<file path="src/twrsm_pkg.sv">
// Shared types and constants for the three-wire serial master.
// Holds the item, result, configuration and queue-head structs; every module uses it.
// Depends on nothing.
package twrsm_pkg;

    localparam int DATA_BITS = 8;
    localparam int TICK_W    = 8;
    localparam int COUNT_W   = 5;
    localparam int CFG_ADDR_W = 2;
    localparam int CFG_DATA_W = TICK_W;

    localparam logic [CFG_ADDR_W-1:0] CFG_SETUP_TICKS    = 2'd0;
    localparam logic [CFG_ADDR_W-1:0] CFG_HALF_BIT_TICKS = 2'd1;
    localparam logic [CFG_ADDR_W-1:0] CFG_HOLD_TICKS     = 2'd2;

    localparam logic [TICK_W-1:0] SETUP_TICKS_RST    = 8'd4;
    localparam logic [TICK_W-1:0] HALF_BIT_TICKS_RST = 8'd1;
    localparam logic [TICK_W-1:0] HOLD_TICKS_RST     = 8'd4;

    // Bit 0 of the command byte selects a read transaction.
    localparam int READ_FLAG_BIT = 0;

    typedef struct packed {
        logic [TICK_W-1:0] setup_ticks;
        logic [TICK_W-1:0] half_bit_ticks;
        logic [TICK_W-1:0] hold_ticks;
    } cfg_t;

    typedef struct packed {
        logic                 start_req;
        logic [DATA_BITS-1:0] command_byte;
        logic [COUNT_W-1:0]   byte_count;
        logic [DATA_BITS-1:0] write_data;
        logic                 io_sample;
    } item_t;

    typedef struct packed {
        logic                 ce_level;
        logic                 pins_driven;
        logic                 sclk_level;
        logic                 io_level;
        logic                 io_driven;
        logic [DATA_BITS-1:0] read_byte;
        logic                 read_valid;
        logic                 write_taken;
        logic                 busy_res;
    } result_t;

    // Handshake between the input queue and the sequencer.
    typedef struct packed {
        logic  valid;
        item_t item;
    } queue_head_t;

endpackage

</file>
<file path="src/three_wire_rtc_serial_master.sv">
// Top level of the three-wire serial master: stream ports, configuration registers,
// input queue and pin sequencer.
// Depends on twrsm_pkg, twrsm_front and twrsm_seq.
//
// Usage: every item on the slave stream is one time tick of the pin sequencer and
// produces exactly one item on the master stream, in order. An input item carries a
// start request in s_tuser and the command byte, byte count, next write byte and the
// sampled data pin level in s_tdata. The output item gives the chip enable, clock and
// data pin levels, the data pin direction, a completed read byte with its flag, a
// write-byte-taken flag and the busy flag.
// An accepted item is written into the input queue and then stepped into the result
// register. Throughput is one item per cycle while m_tready stays high; the
// sequencer steps once per cycle unless a result waits untaken, and the queue
// keeps taking items while a result waits. When the receiver stalls, the result
// register holds, the sequencer stops, and the queue fills; s_tready drops once
// QUEUE_DEPTH items are waiting. Reset clears the queue, returns the sequencer to
// idle with all pins released, and loads the tick registers with setup 4, half
// bit 1 and hold 4. The user writes registers through cfg_wr_en/cfg_addr/cfg_wdata
// only while no transaction is in progress; the block does not enforce this.
module three_wire_rtc_serial_master #(
    parameter int QUEUE_DEPTH = 2
) (
    input  logic                                clk,
    input  logic                                rst_n,
    input  logic                                s_tvalid,
    output logic                                s_tready,
    // s_tdata from bit 0: command_byte[7:0], byte_count[12:8], write_data[20:13],
    // io_sample[21], zero fill [23:22]
    input  logic [23:0]                         s_tdata,
    // s_tuser: start_req[0]
    input  logic                                s_tuser,
    output logic                                m_tvalid,
    input  logic                                m_tready,
    // m_tdata from bit 0: ce_level[0], pins_driven[1], sclk_level[2], io_level[3],
    // io_driven[4], read_byte[12:5], read_valid[13], write_taken[14], busy_res[15]
    output logic [15:0]                         m_tdata,
    input  logic                                cfg_wr_en,
    input  logic [twrsm_pkg::CFG_ADDR_W-1:0]    cfg_addr,
    input  logic [twrsm_pkg::CFG_DATA_W-1:0]    cfg_wdata
);

    twrsm_pkg::cfg_t        cfg_reg;
    twrsm_pkg::item_t       in_item;
    twrsm_pkg::queue_head_t head;
    twrsm_pkg::result_t     m_res;
    logic                   pop;

    // Configuration registers; writes beyond the register list are dropped.
    always_ff @(posedge clk or negedge rst_n)
    begin
        if (!rst_n)
        begin
            cfg_reg.setup_ticks    <= twrsm_pkg::SETUP_TICKS_RST;
            cfg_reg.half_bit_ticks <= twrsm_pkg::HALF_BIT_TICKS_RST;
            cfg_reg.hold_ticks     <= twrsm_pkg::HOLD_TICKS_RST;
        end
        else if (cfg_wr_en)
        begin
            case (cfg_addr)
                twrsm_pkg::CFG_SETUP_TICKS:    cfg_reg.setup_ticks    <= cfg_wdata;
                twrsm_pkg::CFG_HALF_BIT_TICKS: cfg_reg.half_bit_ticks <= cfg_wdata;
                twrsm_pkg::CFG_HOLD_TICKS:     cfg_reg.hold_ticks     <= cfg_wdata;
                default:                       cfg_reg                <= cfg_reg;
            endcase
        end
    end

    // Unpack the slave stream into the item fields.
    assign in_item.start_req    = s_tuser;
    assign in_item.command_byte = s_tdata[7:0];
    assign in_item.byte_count   = s_tdata[12:8];
    assign in_item.write_data   = s_tdata[20:13];
    assign in_item.io_sample    = s_tdata[21];

    twrsm_front #(
        .QUEUE_DEPTH (QUEUE_DEPTH)
    ) u_front (
        .clk      (clk),
        .rst_n    (rst_n),
        .in_valid (s_tvalid),
        .in_ready (s_tready),
        .in_item  (in_item),
        .head     (head),
        .pop      (pop)
    );

    twrsm_seq u_seq (
        .clk       (clk),
        .rst_n     (rst_n),
        .cfg       (cfg_reg),
        .head      (head),
        .pop       (pop),
        .res_valid (m_tvalid),
        .res_ready (m_tready),
        .res       (m_res)
    );

    // Pack the result fields onto the master stream.
    assign m_tdata = {m_res.busy_res, m_res.write_taken, m_res.read_valid, m_res.read_byte,
                      m_res.io_driven, m_res.io_level, m_res.sclk_level,
                      m_res.pins_driven, m_res.ce_level};

`ifndef SYNTHESIS
    // A completed read byte only appears while the data pin is released.
    assert property (@(posedge clk) disable iff (!rst_n)
        (m_tvalid && m_res.read_valid) |-> !m_res.io_driven)
        else $error("read byte reported while data pin driven");

    // A write byte is taken only with chip enable high and the data pin driven.
    assert property (@(posedge clk) disable iff (!rst_n)
        (m_tvalid && m_res.write_taken) |-> (m_res.ce_level && m_res.io_driven))
        else $error("write byte taken outside an active write");

    // Outside a transaction every pin is released and low.
    assert property (@(posedge clk) disable iff (!rst_n)
        (m_tvalid && !m_res.busy_res) |->
            (!m_res.ce_level && !m_res.pins_driven && !m_res.sclk_level &&
             !m_res.io_level && !m_res.io_driven))
        else $error("pins active while idle");
`endif

endmodule

</file>
<file path="src/twrsm_front.sv">
// Input side of the serial master: a small item queue in front of the sequencer.
// Accepts items from the stream port and hands them out in order.
// Depends on twrsm_pkg.
module twrsm_front #(
    parameter int QUEUE_DEPTH = 2
) (
    input  logic                   clk,
    input  logic                   rst_n,
    input  logic                   in_valid,
    output logic                   in_ready,
    input  twrsm_pkg::item_t       in_item,
    output twrsm_pkg::queue_head_t head,
    input  logic                   pop
);

    localparam int PTR_W = (QUEUE_DEPTH > 1) ? $clog2(QUEUE_DEPTH) : 1;
    localparam int CNT_W = $clog2(QUEUE_DEPTH + 1);
    localparam logic [PTR_W-1:0] LAST_PTR = PTR_W'(QUEUE_DEPTH - 1);
    localparam logic [CNT_W-1:0] FULL_CNT = CNT_W'(QUEUE_DEPTH);

    twrsm_pkg::item_t slot_reg [QUEUE_DEPTH];

    logic [PTR_W-1:0] wr_ptr_reg, wr_ptr_next;
    logic [PTR_W-1:0] rd_ptr_reg, rd_ptr_next;
    logic [CNT_W-1:0] count_reg, count_next;
    logic             push;
    logic             do_pop;

    assign in_ready   = (count_reg != FULL_CNT);
    assign push       = in_valid && in_ready;
    assign do_pop     = pop && (count_reg != '0);
    assign head.valid = (count_reg != '0);
    assign head.item  = slot_reg[rd_ptr_reg];

    always_comb
    begin
        wr_ptr_next = wr_ptr_reg;
        rd_ptr_next = rd_ptr_reg;
        count_next  = count_reg;
        if (push)
        begin
            wr_ptr_next = (wr_ptr_reg == LAST_PTR) ? '0 : wr_ptr_reg + 1'b1;
        end
        if (do_pop)
        begin
            rd_ptr_next = (rd_ptr_reg == LAST_PTR) ? '0 : rd_ptr_reg + 1'b1;
        end
        if (push && !do_pop)
        begin
            count_next = count_reg + 1'b1;
        end
        else if (do_pop && !push)
        begin
            count_next = count_reg - 1'b1;
        end
    end

    always_ff @(posedge clk or negedge rst_n)
    begin
        if (!rst_n)
        begin
            wr_ptr_reg <= '0;
            rd_ptr_reg <= '0;
            count_reg  <= '0;
        end
        else
        begin
            wr_ptr_reg <= wr_ptr_next;
            rd_ptr_reg <= rd_ptr_next;
            count_reg  <= count_next;
        end
    end

    always_ff @(posedge clk)
    begin
        if (push)
        begin
            slot_reg[wr_ptr_reg] <= in_item;
        end
    end

endmodule

</file>
<file path="src/twrsm_seq.sv">
// Back end of the serial master: the pin sequencer and its result register.
// Each queued item is one time tick; the tick updates the state and yields one result.
// Depends on twrsm_pkg.
module twrsm_seq (
    input  logic                   clk,
    input  logic                   rst_n,
    input  twrsm_pkg::cfg_t        cfg,
    input  twrsm_pkg::queue_head_t head,
    output logic                   pop,
    output logic                   res_valid,
    input  logic                   res_ready,
    output twrsm_pkg::result_t     res
);

    localparam int DB = twrsm_pkg::DATA_BITS;
    localparam int BI_W = $clog2(DB);
    localparam logic [BI_W-1:0] LAST_BIT = BI_W'(DB - 1);

    typedef enum logic [2:0] {
        PH_IDLE,
        PH_SETUP,
        PH_WSET,
        PH_WHIGH,
        PH_WLOW,
        PH_RHIGH,
        PH_RLOW,
        PH_HOLD
    } phase_t;

    phase_t                           phase_reg, phase_next;
    logic [twrsm_pkg::TICK_W-1:0]     wait_reg, wait_next;
    logic [BI_W-1:0]                  bit_reg, bit_next;
    logic [twrsm_pkg::COUNT_W-1:0]    left_reg, left_next;
    logic [DB-1:0]                    shift_reg, shift_next;
    logic                             is_read_reg, is_read_next;
    logic                             in_cmd_reg, in_cmd_next;
    logic                             io_out_reg, io_out_next;
    logic                             res_valid_reg;
    twrsm_pkg::result_t               res_reg, res_next;

    logic [twrsm_pkg::COUNT_W-1:0]    left_after;
    logic [DB-1:0]                    shift_down;
    logic [BI_W-1:0]                  bit_inc;
    twrsm_pkg::item_t                 it;

    // A tick count of zero behaves as one.
    function automatic logic [twrsm_pkg::TICK_W-1:0] fix_ticks(
        input logic [twrsm_pkg::TICK_W-1:0] t
    );
        return (t == '0) ? twrsm_pkg::TICK_W'(1) : t;
    endfunction

    assign it        = head.item;
    assign pop       = head.valid && (!res_valid_reg || res_ready);
    assign res_valid = res_valid_reg;
    assign res       = res_reg;

    always_comb
    begin
        phase_next   = phase_reg;
        wait_next    = wait_reg;
        bit_next     = bit_reg;
        left_next    = left_reg;
        shift_next   = shift_reg;
        is_read_next = is_read_reg;
        in_cmd_next  = in_cmd_reg;
        io_out_next  = io_out_reg;
        res_next     = '0;
        left_after   = left_reg;
        shift_down   = shift_reg >> 1;
        bit_inc      = bit_reg + 1'b1;

        if (phase_reg == PH_IDLE)
        begin
            if (it.start_req)
            begin
                is_read_next = it.command_byte[twrsm_pkg::READ_FLAG_BIT];
                in_cmd_next  = 1'b1;
                left_next    = it.byte_count;
                shift_next   = it.command_byte;
                bit_next     = '0;
                io_out_next  = 1'b0;
                phase_next   = PH_SETUP;
                wait_next    = fix_ticks(cfg.setup_ticks);
            end
        end
        else if (wait_reg > twrsm_pkg::TICK_W'(1))
        begin
            wait_next = wait_reg - 1'b1;
        end
        else if (phase_reg == PH_HOLD)
        begin
            phase_next = PH_IDLE;
            wait_next  = '0;
        end
        else
        begin
            case (phase_reg)
                PH_SETUP:
                begin
                    bit_next    = '0;
                    io_out_next = shift_reg[0];
                    phase_next  = PH_WSET;
                    wait_next   = fix_ticks(cfg.half_bit_ticks);
                end
                PH_WSET:
                begin
                    phase_next = PH_WHIGH;
                    wait_next  = fix_ticks(cfg.half_bit_ticks);
                end
                PH_WHIGH:
                begin
                    phase_next = PH_WLOW;
                    wait_next  = fix_ticks(cfg.half_bit_ticks);
                end
                PH_RHIGH:
                begin
                    phase_next = PH_RLOW;
                    wait_next  = fix_ticks(cfg.half_bit_ticks);
                end
                PH_WLOW:
                begin
                    shift_next = shift_down;
                    if (bit_reg != LAST_BIT)
                    begin
                        bit_next    = bit_inc;
                        io_out_next = shift_down[0];
                        phase_next  = PH_WSET;
                        wait_next   = fix_ticks(cfg.half_bit_ticks);
                    end
                    else
                    begin
                        bit_next = '0;
                        // The command byte does not count against the data bytes.
                        if (in_cmd_reg)
                        begin
                            in_cmd_next = 1'b0;
                        end
                        else if (left_reg != '0)
                        begin
                            left_after = left_reg - 1'b1;
                        end
                        left_next = left_after;
                        if (left_after != '0)
                        begin
                            if (is_read_reg)
                            begin
                                shift_next = DB'(it.io_sample);
                                phase_next = PH_RHIGH;
                            end
                            else
                            begin
                                shift_next           = it.write_data;
                                io_out_next          = it.write_data[0];
                                res_next.write_taken = 1'b1;
                                phase_next           = PH_WSET;
                            end
                            wait_next = fix_ticks(cfg.half_bit_ticks);
                        end
                        else
                        begin
                            phase_next = PH_HOLD;
                            wait_next  = fix_ticks(cfg.hold_ticks);
                        end
                    end
                end
                PH_RLOW:
                begin
                    if (bit_reg != LAST_BIT)
                    begin
                        bit_next   = bit_inc;
                        shift_next = shift_reg | (DB'(it.io_sample) << bit_inc);
                        phase_next = PH_RHIGH;
                        wait_next  = fix_ticks(cfg.half_bit_ticks);
                    end
                    else
                    begin
                        res_next.read_valid = 1'b1;
                        res_next.read_byte  = shift_reg;
                        if (left_reg != '0)
                        begin
                            left_after = left_reg - 1'b1;
                        end
                        left_next = left_after;
                        bit_next  = '0;
                        if (left_after != '0)
                        begin
                            // A read stays a read, so the next byte samples at once.
                            shift_next = DB'(it.io_sample);
                            phase_next = PH_RHIGH;
                            wait_next  = fix_ticks(cfg.half_bit_ticks);
                        end
                        else
                        begin
                            phase_next = PH_HOLD;
                            wait_next  = fix_ticks(cfg.hold_ticks);
                        end
                    end
                end
                default:
                begin
                    phase_next = PH_IDLE;
                    wait_next  = '0;
                end
            endcase
        end

        // Pin levels after this tick's update.
        case (phase_next)
            PH_SETUP:
            begin
                res_next.ce_level    = 1'b1;
                res_next.pins_driven = 1'b1;
                res_next.io_driven   = 1'b1;
            end
            PH_WSET, PH_WHIGH:
            begin
                res_next.ce_level    = 1'b1;
                res_next.pins_driven = 1'b1;
                res_next.io_driven   = 1'b1;
                res_next.io_level    = io_out_next;
                res_next.sclk_level  = (phase_next == PH_WHIGH);
            end
            PH_WLOW:
            begin
                res_next.ce_level    = 1'b1;
                res_next.pins_driven = 1'b1;
                // The data line turns around on the last command bit of a read.
                if (!(in_cmd_next && is_read_next && (bit_next == LAST_BIT)))
                begin
                    res_next.io_driven = 1'b1;
                    res_next.io_level  = io_out_next;
                end
            end
            PH_RHIGH:
            begin
                res_next.ce_level    = 1'b1;
                res_next.pins_driven = 1'b1;
                res_next.sclk_level  = 1'b1;
            end
            PH_RLOW:
            begin
                res_next.ce_level    = 1'b1;
                res_next.pins_driven = 1'b1;
            end
            PH_HOLD:
            begin
                res_next.pins_driven = 1'b1;
                if (!is_read_next)
                begin
                    res_next.io_driven = 1'b1;
                    res_next.io_level  = io_out_next;
                end
            end
            default:
            begin
                res_next.pins_driven = 1'b0;
            end
        endcase
        res_next.busy_res = (phase_next != PH_IDLE);
    end

    always_ff @(posedge clk or negedge rst_n)
    begin
        if (!rst_n)
        begin
            phase_reg     <= PH_IDLE;
            wait_reg      <= '0;
            bit_reg       <= '0;
            left_reg      <= '0;
            shift_reg     <= '0;
            is_read_reg   <= 1'b0;
            in_cmd_reg    <= 1'b0;
            io_out_reg    <= 1'b0;
            res_valid_reg <= 1'b0;
            res_reg       <= '0;
        end
        else
        begin
            if (pop)
            begin
                phase_reg   <= phase_next;
                wait_reg    <= wait_next;
                bit_reg     <= bit_next;
                left_reg    <= left_next;
                shift_reg   <= shift_next;
                is_read_reg <= is_read_next;
                in_cmd_reg  <= in_cmd_next;
                io_out_reg  <= io_out_next;
                res_reg     <= res_next;
            end
            if (pop)
            begin
                res_valid_reg <= 1'b1;
            end
            else if (res_ready)
            begin
                res_valid_reg <= 1'b0;
            end
        end
    end

endmodule
</file>
<file path="config.mk">
export PLATFORM = sky130hd
export DESIGN_NAME = three_wire_rtc_serial_master
export DESIGN_NICKNAME = d
export VERILOG_FILES = /design/src/twrsm_pkg.sv /design/src/three_wire_rtc_serial_master.sv /design/src/twrsm_front.sv /design/src/twrsm_seq.sv
export SDC_FILE = /design/constraint.sdc
export NUM_CORES = 1
export LEC_CHECK = 0
export BUFFER_PORTS_ARGS = -buffer_cell sky130_fd_sc_hd__buf_2
export CELL_PAD_IN_SITES_DETAIL_PLACEMENT = 1
export CELL_PAD_IN_SITES_GLOBAL_PLACEMENT = 1
export CORE_ASPECT_RATIO = 0.7
export CORE_UTILIZATION = 42
export DETAILED_ROUTE_END_ITERATION = 8
export PLACE_DENSITY_LB_ADDON = 0.1
export RECOVER_POWER = 25
export SLEW_MARGIN = 20
export SYNTH_ARGS = -nofsm -noshare
export SYNTH_HDL_FRONTEND = slang
export SYNTH_SLANG_ARGS = --single-unit
</file>
<file path="constraint.sdc">
create_clock -name clk -period 5.7 [get_ports clk]
set_input_delay 1.14 -clock clk [delete_from_list [all_inputs] [get_ports clk]]
set_output_delay 1.14 -clock clk [all_outputs]
set_load 0.05 [all_outputs]
</file>
==> Word-level counts from Yosys, hierarchy flattened <==
Memories as Yosys holds them, arrays and structs flattened.
Cells that the tools add are included.
{ "totals": {"output_inout_bits": 18, "mem_bits_rw": 46, "word_cells": 193, "reg_bits": 75, "inputBits": 40, "mem_count": 1} }
{ "classes": {"order_cmp": 1, "eq_ne": 25, "addsub": 7, "n_mux": 97, "shift": 1, "n_bitwise": 1, "reduce_logical": 36} }
{ "mem_list": {"columns": ["name", "depth", "width", "read_ports", "rd_ports_with_merged_regs", "wr", "line_no", "text"], "rows": [
  ["u_front.slot_reg", 2, 23, 1, 0, 1, "twrsm_front.sv:21", "twrsm_pkg::item_t slot_reg [QUEUE_DEPTH];"]
]} }
{ "op_table": {"columns": ["op", "n"], "rows": [
  ["two-way mux 8 bit", 20],
  ["two-way mux 5 bit", 18],
  ["two-way mux 3 bit", 13],
  ["two-way mux 10 bit", 3],
  ["== test 3 bit (second input constant)", 9],
  ["two-way mux 1 bit", 27],
  ["zero test 8 bit", 3],
  ["one-hot mux 8 bit (3 select lines)", 1],
  ["two-way mux 9 bit", 2],
  ["one-hot mux 3 bit (6 select lines)", 1],
  ["one-hot mux 8 bit (2 select lines)", 1],
  ["nonzero test 5 bit", 3],
  ["== test 3 x 2 -> 1 bit (second input constant)", 4],
  ["two-way mux 2 bit", 5],
  ["one-hot mux 5 bit (2 select lines)", 1],
  ["greater-than comparator 8 x 1 -> 1 bit (second input constant)", 1],
  ["OR 8 bit", 1],
  ["AND reduction 2 bit", 4],
  ["<< shifter 1 x 3 -> 8 bit", 1],
  ["subtractor 8 x 1 -> 8 bit (second input constant)", 1],
  ["logical AND 1 bit", 7],
  ["AND reduction 7 bit", 1],
  ["OR reduction 7 bit", 1],
  ["== test 3 x 1 -> 1 bit (second input constant)", 2],
  ["26 further kinds", 38]
]} }

==> Logic depth before layout (Yosys ltp) <==
Gate-level depths: netlist of run 1.
{ "depth": {"ltp_word": 18, "ltp_mapped": 12, "ltp_nobuf": 10} }

==> By module <==
Synthesis of run 1 repeated with hierarchy kept, for this count alone.
{ "hier_totals": {"cells_unflattened": 568, "hier_area_um2": 6323.6} }
{ "by_module_without_submodules": {"columns": ["mod", "seq_area_each_um2", "area_each_um2", "n_inst", "cells_each"], "rows": [
  ["twrsm_seq", 1176.1, 3448.3, 1, 427],
  ["twrsm_front", 1481.4, 1959.4, 1, 90],
  ["three_wire_rtc_serial_master", 604.3, 915.9, 1, 51]
]} }

==> Worst setup path before layout of run 1 <==
No wires, ideal clock.
{ "synth_path": {"kind": "input to register", "from": "in m_tready", "to": "reg u_front.count_reg[1]", "arrival_ns": 2.621, "setup_slack_ns": 2.954, "setup_ns": 0.125, "n_path_buf": 2, "required_time_ns": 5.575, "path_stages": 9, "cell_sequence": "nand2b_1 -> o21a_1 -> inv_1 -> clkbuf_1 -> buf_1 -> ha_1 -> xor2_1 -> nor2_1 -> xor2_1"} }
{ "synth_via": {"elab_chain_cells": 6, "word_cells_on_any_way": 8, "cone_classes": "mux (1); reduce/logical (7)"} }
{ "synth_rtl": {"columns": ["element", "line_no", "text"], "rows": [
  ["from (decl)", "three_wire_rtc_serial_master.sv:33", "input logic m_tready,"],
  ["logical OR 1 bit *", "twrsm_seq.sv:54", "assign pop = head.valid && (!res_valid_reg || res_ready);"],
  ["logical AND 1 bit *", "twrsm_seq.sv:54", null],
  ["logical AND 1 bit *", "twrsm_front.sv:31", "assign do_pop = pop && (count_reg != '0);"],
  ["zero test 1 bit", "twrsm_front.sv:48", "if (push && !do_pop)"],
  ["logical AND 1 bit", "twrsm_front.sv:48", null],
  ["two-way mux 2 bit or nonzero test 2 bit (tied branches)", null, null],
  ["to (signal assigned)", "twrsm_front.sv:70", "count_reg <= count_next;"],
  ["to (decl)", "twrsm_front.sv:25", "logic [CNT_W-1:0] count_reg, count_next;"]
]} }
Mark *: on every way between the ends. The rest lies on a longest branch, timed or not.
A chain may end at the register's enable or synchronous reset.

==> Worst setup path after layout of run 1 <==
{ "layout_path": {"from": "reg u_seq.bit_reg[0]", "to": "reg u_seq.res_reg, in the netlist u_seq.res[12]"} }
{ "layout_via": {"elab_chain_cells": 10, "word_cells_on_any_way": 35, "cone_classes": "add/sub (1); eq/ne (6); mux (25); reduce/logical (3)"} }
{ "layout_rtl": {"columns": ["element", "line_no", "text"], "rows": [
  ["from (decl)", "twrsm_seq.sv:32", "logic [BI_W-1:0] bit_reg, bit_next;"],
  ["from (signal assigned)", "twrsm_seq.sv:284", "bit_reg <= bit_next;"],
  ["adder 3 x 1 -> 3 bit or != test 3 bit (tied branches)", "twrsm_seq.sv:71, twrsm_seq.sv:124, twrsm_seq.sv:169", null],
  ["two-way mux 3 bit or two-way mux 1 bit (tied branches)", "twrsm_seq.sv:124, twrsm_seq.sv:169", null],
  ["one-hot mux 3 bit (2 select lines) or two-way mux 1 bit (tied branches)", "twrsm_seq.sv:98", "case (phase_reg)"],
  ["two-way mux 3 bit or two-way mux 1 bit (tied branches)", "twrsm_seq.sv:91", "else if (phase_reg == PH_HOLD)"],
  ["two-way mux 3 bit or two-way mux 1 bit (tied branches)", "twrsm_seq.sv:87", "else if (wait_reg > twrsm_pkg::TICK_W'(1))"],
  ["two-way mux 3 bit or two-way mux 1 bit (tied branches)", "twrsm_seq.sv:73", "if (phase_reg == PH_IDLE)"],
  ["== test 3 bit or logical AND 1 bit (tied branches)", "twrsm_seq.sv:229", "if (!(in_cmd_next && is_read_next && (bit_next == LAST_BIT)))"],
  ["logical AND 1 bit", "twrsm_seq.sv:229", null],
  ["two-way mux 2 bit", "twrsm_seq.sv:229", null],
  ["one-hot mux 1 bit (3 select lines) *", "twrsm_seq.sv:209", "case (phase_next)"],
  ["to (signal assigned)", "twrsm_seq.sv:290", "res_reg <= res_next;"],
  ["to (decl)", "twrsm_seq.sv:39", "twrsm_pkg::result_t res_reg, res_next;"]
]} }
Marks and branches as above.

==> results of run 1 <==
## metal layers
metal  vias up  track usage
met1      2387       0.3491
met3        13      0.05759
met4         0      0.06559
met5         -            0
li1       2118            -
met2       126       0.3654
## through the flow
stage,cell area [µm²],instances,setup slack [ns],util
floorplan,6050,535,2.954,-
CTS,7086,793,2.194,0.5058
detailed placement,6499,761,2.214,0.4639
finish,7071,793,2.148,0.5047
global placement,6499,761,2.267,0.4639
global route,7071,793,1.968,0.5047
## cell families after synthesis
| logic type | Yosys count | share of synthesized area |
|---|---|---|
| xor+xnor | 7 | 0.01013 |
| fa+ha+maj | 6 | 0.01241 |
| buf+inv | 50 | 0.03516 |
| simple gates | 152 | 0.1349 |
| mux | 58 | 0.1018 |
| compound gates | 141 | 0.1665 |
| flops | 121 | 0.5392 |
## final cells by class
cell class,instances,area (µm²)
Sequential cell,121,3262
Clock buffer,20,436.7
Fill cell,1503,6938
Inverter,25,93.84
Timing Repair Buffer,61,306.5
Multi-Input combinational cell,364,2584
Clock inverter,12,150.1
Tap cell,190,237.7
## power breakdown
| group | internal (µW) | total [µW] | leakage [µW] | switching [µW] |
|---|---|---|---|---|
| Sequential | 1160 | 1410 | 0.00134 | 246 |
| Clock | 684 | 1090 | 0.000272 | 403 |
| Combinational | 521 | 1440 | 0.00119 | 923 |
## synthesized netlist by cell type (9+ instances only)
| cell type | n |
|---|---|
| sky130_fd_sc_hd__a21oi_1 | 29 |
| sky130_fd_sc_hd__a22o_1 | 12 |
| sky130_fd_sc_hd__a31oi_1 | 9 |
| sky130_fd_sc_hd__clkbuf_1 | 15 |
| sky130_fd_sc_hd__dfrtp_1 | 72 |
| sky130_fd_sc_hd__edfxtp_1 | 46 |
| sky130_fd_sc_hd__inv_1 | 23 |
| sky130_fd_sc_hd__mux2_2 | 28 |
| sky130_fd_sc_hd__mux2i_1 | 30 |
| sky130_fd_sc_hd__nand2_1 | 48 |
| sky130_fd_sc_hd__nand3_1 | 9 |
| sky130_fd_sc_hd__nor2_1 | 38 |
| sky130_fd_sc_hd__o21ai_0 | 35 |
## worst register-to-register path: cells and delay by family, from the launching register on
family,cells,cell delay (ns)
flops,1,0.52
simple gates,3,1.05
compound gates,4,0.88
fa+ha+maj,2,0.61
buf+inv,1,0.42
## final timing paths
| kind | to | slack [ns] |
|---|---|---|
| setup / recovery | u_seq.res[12] | 2.15 |
| min in group asynchronous | u_seq.res[10] | 0.88 |
| hold / removal | u_seq.res[2] | 0.47 |
| max in group asynchronous | u_front.rd_ptr_reg | 4.18 |
| setup reg to reg | u_seq.res[12] | 2.15 |
| hold reg to reg | u_seq.res[2] | 0.47 |
==> results.txt, run 1 <==
The share of flip-flops with an asynchronous set or reset after synthesis works out to 0.6198. The tools report the count of max-cap constraint violations as 0. For this block, wires on met1 add up to 8.359 mm. Width of the chip: 145.4 µm.

The placeable core region came out at 14010 µm². In this run the top signal layer used is met4. The first detailed-routing pass took 4 iterations. The mean post-synth cell area came out at 11.31 µm². Wires add up to 16.68 mm. The run gives 0.008544 ns as the maximum clock skew at final layout. The tightest hold path in the finished design has a slack of 0.4724 ns. From bottom edge to top edge, the die measures 102.4 µm. Setup violations remaining at the end of the flow were counted as 0. Counting flops and latches in the post-synthesis netlist gives 121.

The number of nets in the synthesized netlist is 581. VDD sags by at most 0.2283 mV. Walking the worst path, the cells encountered are ha_1 > ha_1 > clkinv_1 > or4_4 > o311ai_4 > nand2_1 > nor3_1 > o21ai_0 > a211o_1 > o21ai_1. The area share of the leading cell type in the synthesized netlist came out at 0.2978. Once detailed placement completed, the half-perimeter wirelength came to 11.61 mm. The predominant post-synthesis flop cell was sky130_fd_sc_hd__dfrtp_1. Synthesis produced 535 cells. The initialized floorplan defines 36 standard-cell rows.

The tools report the data arrival time of the worst path as 3.90 ns. In this run the worst path has a maximum fanout of 10. Buffers added to address setup during post-CTS repair amount to 0. The routability-driven placement congestion ratio is 0.8568, and the clock-pin slew of the registers on the worst-case setup and hold paths is 0.06 ns. The tools report the highest achievable clock rate as 281.5 MHz. The floorplan step defined a die boundary enclosing 14900 µm².

The later-pin clock latency in the skew report is 0.43 ns, and the number of global-route vias before repair is 4828. The cell type with the highest aggregate area in the netlist is sky130_fd_sc_hd__dfrtp_1. Kind of start point of the critical path: a register. Data on the critical path is required at its endpoint by 6.05 ns. The tools report the number of nets in the final layout as 636. In the layout the commonest cells are sky130_fd_sc_hd__dfrtp_1, sky130_fd_sc_hd__nand2_1, sky130_fd_sc_hd__edfxtp_1, sky130_fd_sc_hd__buf_2, sky130_fd_sc_hd__nor2_1. Share of layout cells above drive strength 1: 0.2206. STA classifies the critical path endpoint as a register. For the pin with the worst max-slew slack, the measured transition is 0.9932 ns.

Yosys printed 0 warnings. The reg-to-reg startpoint is u_seq.bit_reg[0]. Port buffering added 55 buffers.

Summed over all failing endpoints, the final setup total negative slack is 0 ns. The cell with the largest stage delay on the worst path is sky130_fd_sc_hd__or4_4. Pin count of the biggest net entering global routing: 76.

The run finished with clean final reports. The path class of the tightest hold or removal check is reg -> reg. The flip-flop count of the largest register after layout is 46.

The post-synthesis sequential area ratio was 0.5392. The number of vias per cell was 5.856; the wire length on met3 was 837 µm. The launch point of the worst path was u_seq.bit_reg[0]. The worst path needs 3.552 ns of the cycle, external delays included. The relative area change from synthesis to final layout came out at 16.88%.

The worst min-delay path startpoint is u_seq.res[2]. The number of buffers and inverters on the critical path was 1. The most prevalent standard cell on the critical path is sky130_fd_sc_hd__ha_1. The global routing usage summed across all routing layers is 0.2420, and the total number of vias is 4644. The post-detailed-route count of antenna-violating nets was 0; the count of cell instances traversed by the critical path was 10.

For the max-slew violation count, the log shows 0. The cell chosen for the clock root was sky130_fd_sc_hd__clkbuf_16. The number of antenna diodes in the final layout is 0. Dividing total power by cell area gives a power density of 556.8 nW/µm². Leaving out fill and tap cells, the most frequent cell in the layout is sky130_fd_sc_hd__dfrtp_1. Leakage power figure: 0.002805 µW. The logs give 0 for the final number of hold-violating endpoints and 58 for the count of pins on the block boundary. Dividing the detail-routed wire length by the instance count gives 21.04 µm. By area the synthesized netlist is led by sky130_fd_sc_hd__dfrtp_1, sky130_fd_sc_hd__edfxtp_1, sky130_fd_sc_hd__mux2_2. The critical path in this run is classified as reg -> reg. The post-cts resize count was 0. TritonCTS built the clock tree. Buffers inserted to repair hold after CTS numbered 0. TritonCTS created 17 clock buffers. Kind of cell adding the most delay to the critical path: simple AND/OR/NAND/NOR gates. The clock net in this run drives a total of 121 sinks. Setup repair after global routing left no endpoint under its margin. The first global-routing pass estimated 26.91 mm of wire. The total grt overflow is 0. After detailed routing, the met2 layer carries 7.337 mm of wire.

On the worst path, the slowest cell contributes a delay of 0.63 ns. The run gives 0 as the initial antenna violation count. The run gives 0.3378 as the worst slew margin relative to its limit. The cell area that synthesis handed to floorplanning was 6050 µm². The number of DRC violations after detailed routing is 0, and the number of levels the H-tree was split into is 4. Number of synthesized flops with an enable pin: 46. The run gives 2 as the maximum clock insertion buffer count. The detailed router finished its first iteration with 315 violations. The tools report the initial cell density of the core as 0.4319.

Counting cells, the worst reg-to-reg path comes to 10. The tools report the total design power as 3937 µW. Yosys mapped the design onto 74 distinct sky130hd cell types. The post-route fraction of the period consumed by the critical path was 0.6231; the cell count of the worst hold path was 1.
Power figures use the tool's default switching activity.
==> inputs of run 2 (changes only) <==
==> constraint.sdc (replaced) <==
create_clock -name clk -period 3.5 [get_ports clk]
set_input_delay 0.7 -clock clk [delete_from_list [all_inputs] [get_ports clk]]
set_output_delay 0.7 -clock clk [all_outputs]
set_load 0.05 [all_outputs]
==> run 2 against run 1 <==
Against the previous run: combinational power grew 67%; setup slack worse by 1.9 ns; largest power group unchanged; count of clock-buffer cells in the layout increased by 1; global-route usage decreased by 0.95 points; wire length down 3.0%; fmax is 8.2% higher; the run now ends with max-capacitance violations, max-slew violations left; sequential cell count stayed put; register-to-register slack got worse by 1.9 ns; largest cell class unchanged; via count down 1.6%; critical path type unchanged; clock skew decreased by 0.0024 ns.
==> results.txt, run 2 (synthesis results as in run 1) <==
The initial antenna violation count was 0 (unchanged). The routability-driven placement congestion ratio was 0.8594 (+0.30%); the post-route fraction of the period consumed by the critical path was 0.9379 (+0.3147). The routed wire length per instance came out at 20.08 µm (-4.6%).

The total power per unit cell area works out to 899.1 nW/µm² (+61%). DRC violation total after the first TritonRoute iteration: 279 (-11%). The flow ran to the end, but the final reports show violations. The post-detailed-route count of antenna-violating nets is 0 (unchanged), and the total number of vias is 4571 (-1.6%).

The logs give 0.006163 ns (-0.002381 ns) for the maximum clock skew at final layout and 0 (unchanged) for the total grt overflow. The number of vias per cell is 5.671 (-3.2%), and the leakage power figure is 0.002882 µW (+2.8%). The cell chosen for the clock root was sky130_fd_sc_hd__clkbuf_16. The run gives 0.2325 (-0.009496) as the global routing usage summed across all routing layers.

The switching portion of total power came out at 0.3931 (-0.006373). Walking the worst path, the cells encountered are inv_1 > ha_1 > nor4b_4 > mux2_2 > a311o_1 > nand2b_1 > nand3_1 > and3_1 > a221oi_1 > a21oi_1. The flip-flop count of the largest register after layout was 46 (unchanged); the number of inserted diodes was 0 (unchanged).

The data arrival time of the worst path came out at 3.56 ns (-0.34 ns). The layout filler cell count was 1487 (-1.1%). For the number of DRC violations after detailed routing, the log shows 0 (unchanged). The run gives 121 (unchanged) as the CTS sink count.

The placeable core region is 14010 µm² (unchanged). TritonCTS built the clock tree. The final sum of negative setup slack was 0 ns (unchanged).

The largest stage delay on the critical path was 0.46 ns (-0.17 ns). The worst-margin pin slew is 1.946 ns (+0.9524 ns), and the die area is 14900 µm² (unchanged). The setup path with the least slack is of type reg -> reg.

The count of pins on the block boundary came out at 58 (unchanged). Worst hold path class: in -> reg. The logs give 2534 µW (+61%) for the switching power total and 0 (unchanged) for the count of buffers added by post-CTS timing repair for setup. The share of layout cells above drive strength 1 was 0.2403 (+0.01970).

For the final number of hold-violating endpoints, the log shows 0 (unchanged). The post-cts resize count is 0 (unchanged), and the CTS buffer count is 17 (unchanged). The later-pin clock latency in the skew report was 0.42 ns (about the same). The run gives 76 (+76) as the max-slew violation count. The internal power consumption is 3912 µW (+65%). The tools report the share of power burned in combinational logic as 0.374 (+0.007).

The tools report the highest achievable clock rate as 304.6 MHz (+8.2%). The number of port buffers works out to 55 (unchanged). Final standard cell utilization of the core: 0.5118 (+0.007056). The top cell types in the final layout, fill and taps aside, are sky130_fd_sc_hd__dfrtp_1, sky130_fd_sc_hd__nand2_1, sky130_fd_sc_hd__edfxtp_1, sky130_fd_sc_hd__buf_2, sky130_fd_sc_hd__nor2_1. The vertical die dimension was 102.4 µm (unchanged). Most common cell after layout, fill and taps aside: sky130_fd_sc_hd__dfrtp_1. The count of max-cap constraint violations came out at 1 (+1). Launch point of the worst path: u_seq.left_reg[0].

Setup repair after global routing left no endpoint under its margin. The worst min-delay path startpoint is s_tdata[21]. Time the final worst path needs with I/O delays and setup: 3.283 ns (-0.2693 ns). Hold-fix buffer count after cts: 0 (unchanged). Half-perimeter wire length after placement: 11.49 mm (-1.0%).

For the initial cell density of the core, the log shows 0.4319 (unchanged). The run gives 0.3596 mV (+57%) as the maximum vdd drop. Maximum clock insertion buffer count: 2 (unchanged). The cell with the largest stage delay on the worst path was sky130_fd_sc_hd__a221oi_1. The width of the chip was 145.4 µm (unchanged). The data required time of the critical path was 3.77 ns (-2.28 ns); the number of buffers and inverters on the critical path was 1 (unchanged). The pin count of the biggest net entering global routing is 76 (unchanged), and the relative area change from synthesis to final layout is 18.51%. The startpoint identified for the worst register-to-register timing path is u_seq.left_reg[0]. The worst setup path is launched from a register. For the relative contribution of sequential cells to total power, the log shows 0.354 (-0.003).

On the critical path the largest part of the delay comes from compound AO/OA/AOI/OAI gates. The detailed-route wire length is 16.18 mm (-3.0%), and the clock-pin slew of the registers on the worst-case setup and hold paths is 0.06 ns (about the same). The clock power share was 0.272 (-0.004).

The tools report the wire length of the first global-routing pass as 25.85 mm (-3.9%). The final reports fail on max-capacitance violations, max-slew violations. The number of nets in the final layout was 649 (+2.0%); the largest driver fanout on the critical path was 8 (-2). The number of levels the H-tree was split into was 4 (unchanged). Category of the worst setup path capture point: a register. The number of cell rows was 36 (unchanged); the worst slew margin relative to its limit was -0.2971 (-0.6349). The final number of setup-violating endpoints came out at 0 (unchanged). The number of global-route vias before repair is 4624 (-4.2%), and the iteration count of the initial detailed-routing pass is 5 (+1).
run 2: changes by cell type in the layout (fill, tap and decap cells not counted), sizes merged:
cell,delta
buf,+16
clkinv,-1
clkinvlp,-1
clkbuf,-2
inv,+1
run 2: final cells by class:
class                           instances  area [µm²]  share of cell area
Timing Repair Buffer                   74       406.6             0.05672
Clock buffer                           21       440.4             0.06143
Tap cell                              190       237.7             0.03316
Clock inverter                         11       146.4             0.02042
Multi-Input combinational cell        364        2582              0.3602
Inverter                               25       93.84             0.01309
Sequential cell                       121        3262              0.4550
run 2: per-layer routing:
| layer | vias up | part of all wire | GRT usage |
|---|---|---|---|
| li1 | 2140 | - | - |
| met4 | 0 | 0.0095 | 0.08907 |
| met1 | 2305 | 0.51 | 0.3367 |
| met3 | 14 | 0.047 | 0.05000 |
| met2 | 112 | 0.44 | 0.3417 |
| met5 | - | 0 | 0 |
run 2: worst paths after layout:
path | endpoint | slack (ns) | cells after the start
max in group asynchronous | cfg_reg[14] | 1.53 | 1
min in group asynchronous | u_seq.res[9] | 0.81 | 1
worst min-delay path | u_front.slot_reg[0][0] | 0.47 | 1
worst max register to register | u_seq.wait_reg[4] | 0.22 | 10
worst max-delay path | u_seq.wait_reg[4] | 0.22 | 10
worst min register to register | u_seq.res[11] | 0.48 | 2
run 2: power by group through the flow:
stage | sequential, µW | clock, µW | combinational, µW
2_1_floorplan | 2230 | 0 | 1680
3_3_place_gp | 2270 | 0 | 2320
3_5_place_dp | 2300 | 0 | 2400
4_1_cts | 2280 | 1780 | 2430
5_1_grt | 2340 | 1840 | 2660
6_report | 2280 | 1750 | 2410
run 2: through the flow:
step,instances,hold WS (ns),setup slack (ns),instance area (µm²),power [µW]
2_1_floorplan,535,0.4044,0.8528,6050,3907
3_3_place_gp,774,0.4544,0.4178,6596,4591
3_5_place_dp,774,0.4730,0.2852,6596,4704
4_1_cts,806,0.4443,0.2450,7183,6493
5_1_grt,806,0.4501,0.09364,7169,6837
6_report,806,0.4655,0.2175,7169,6446
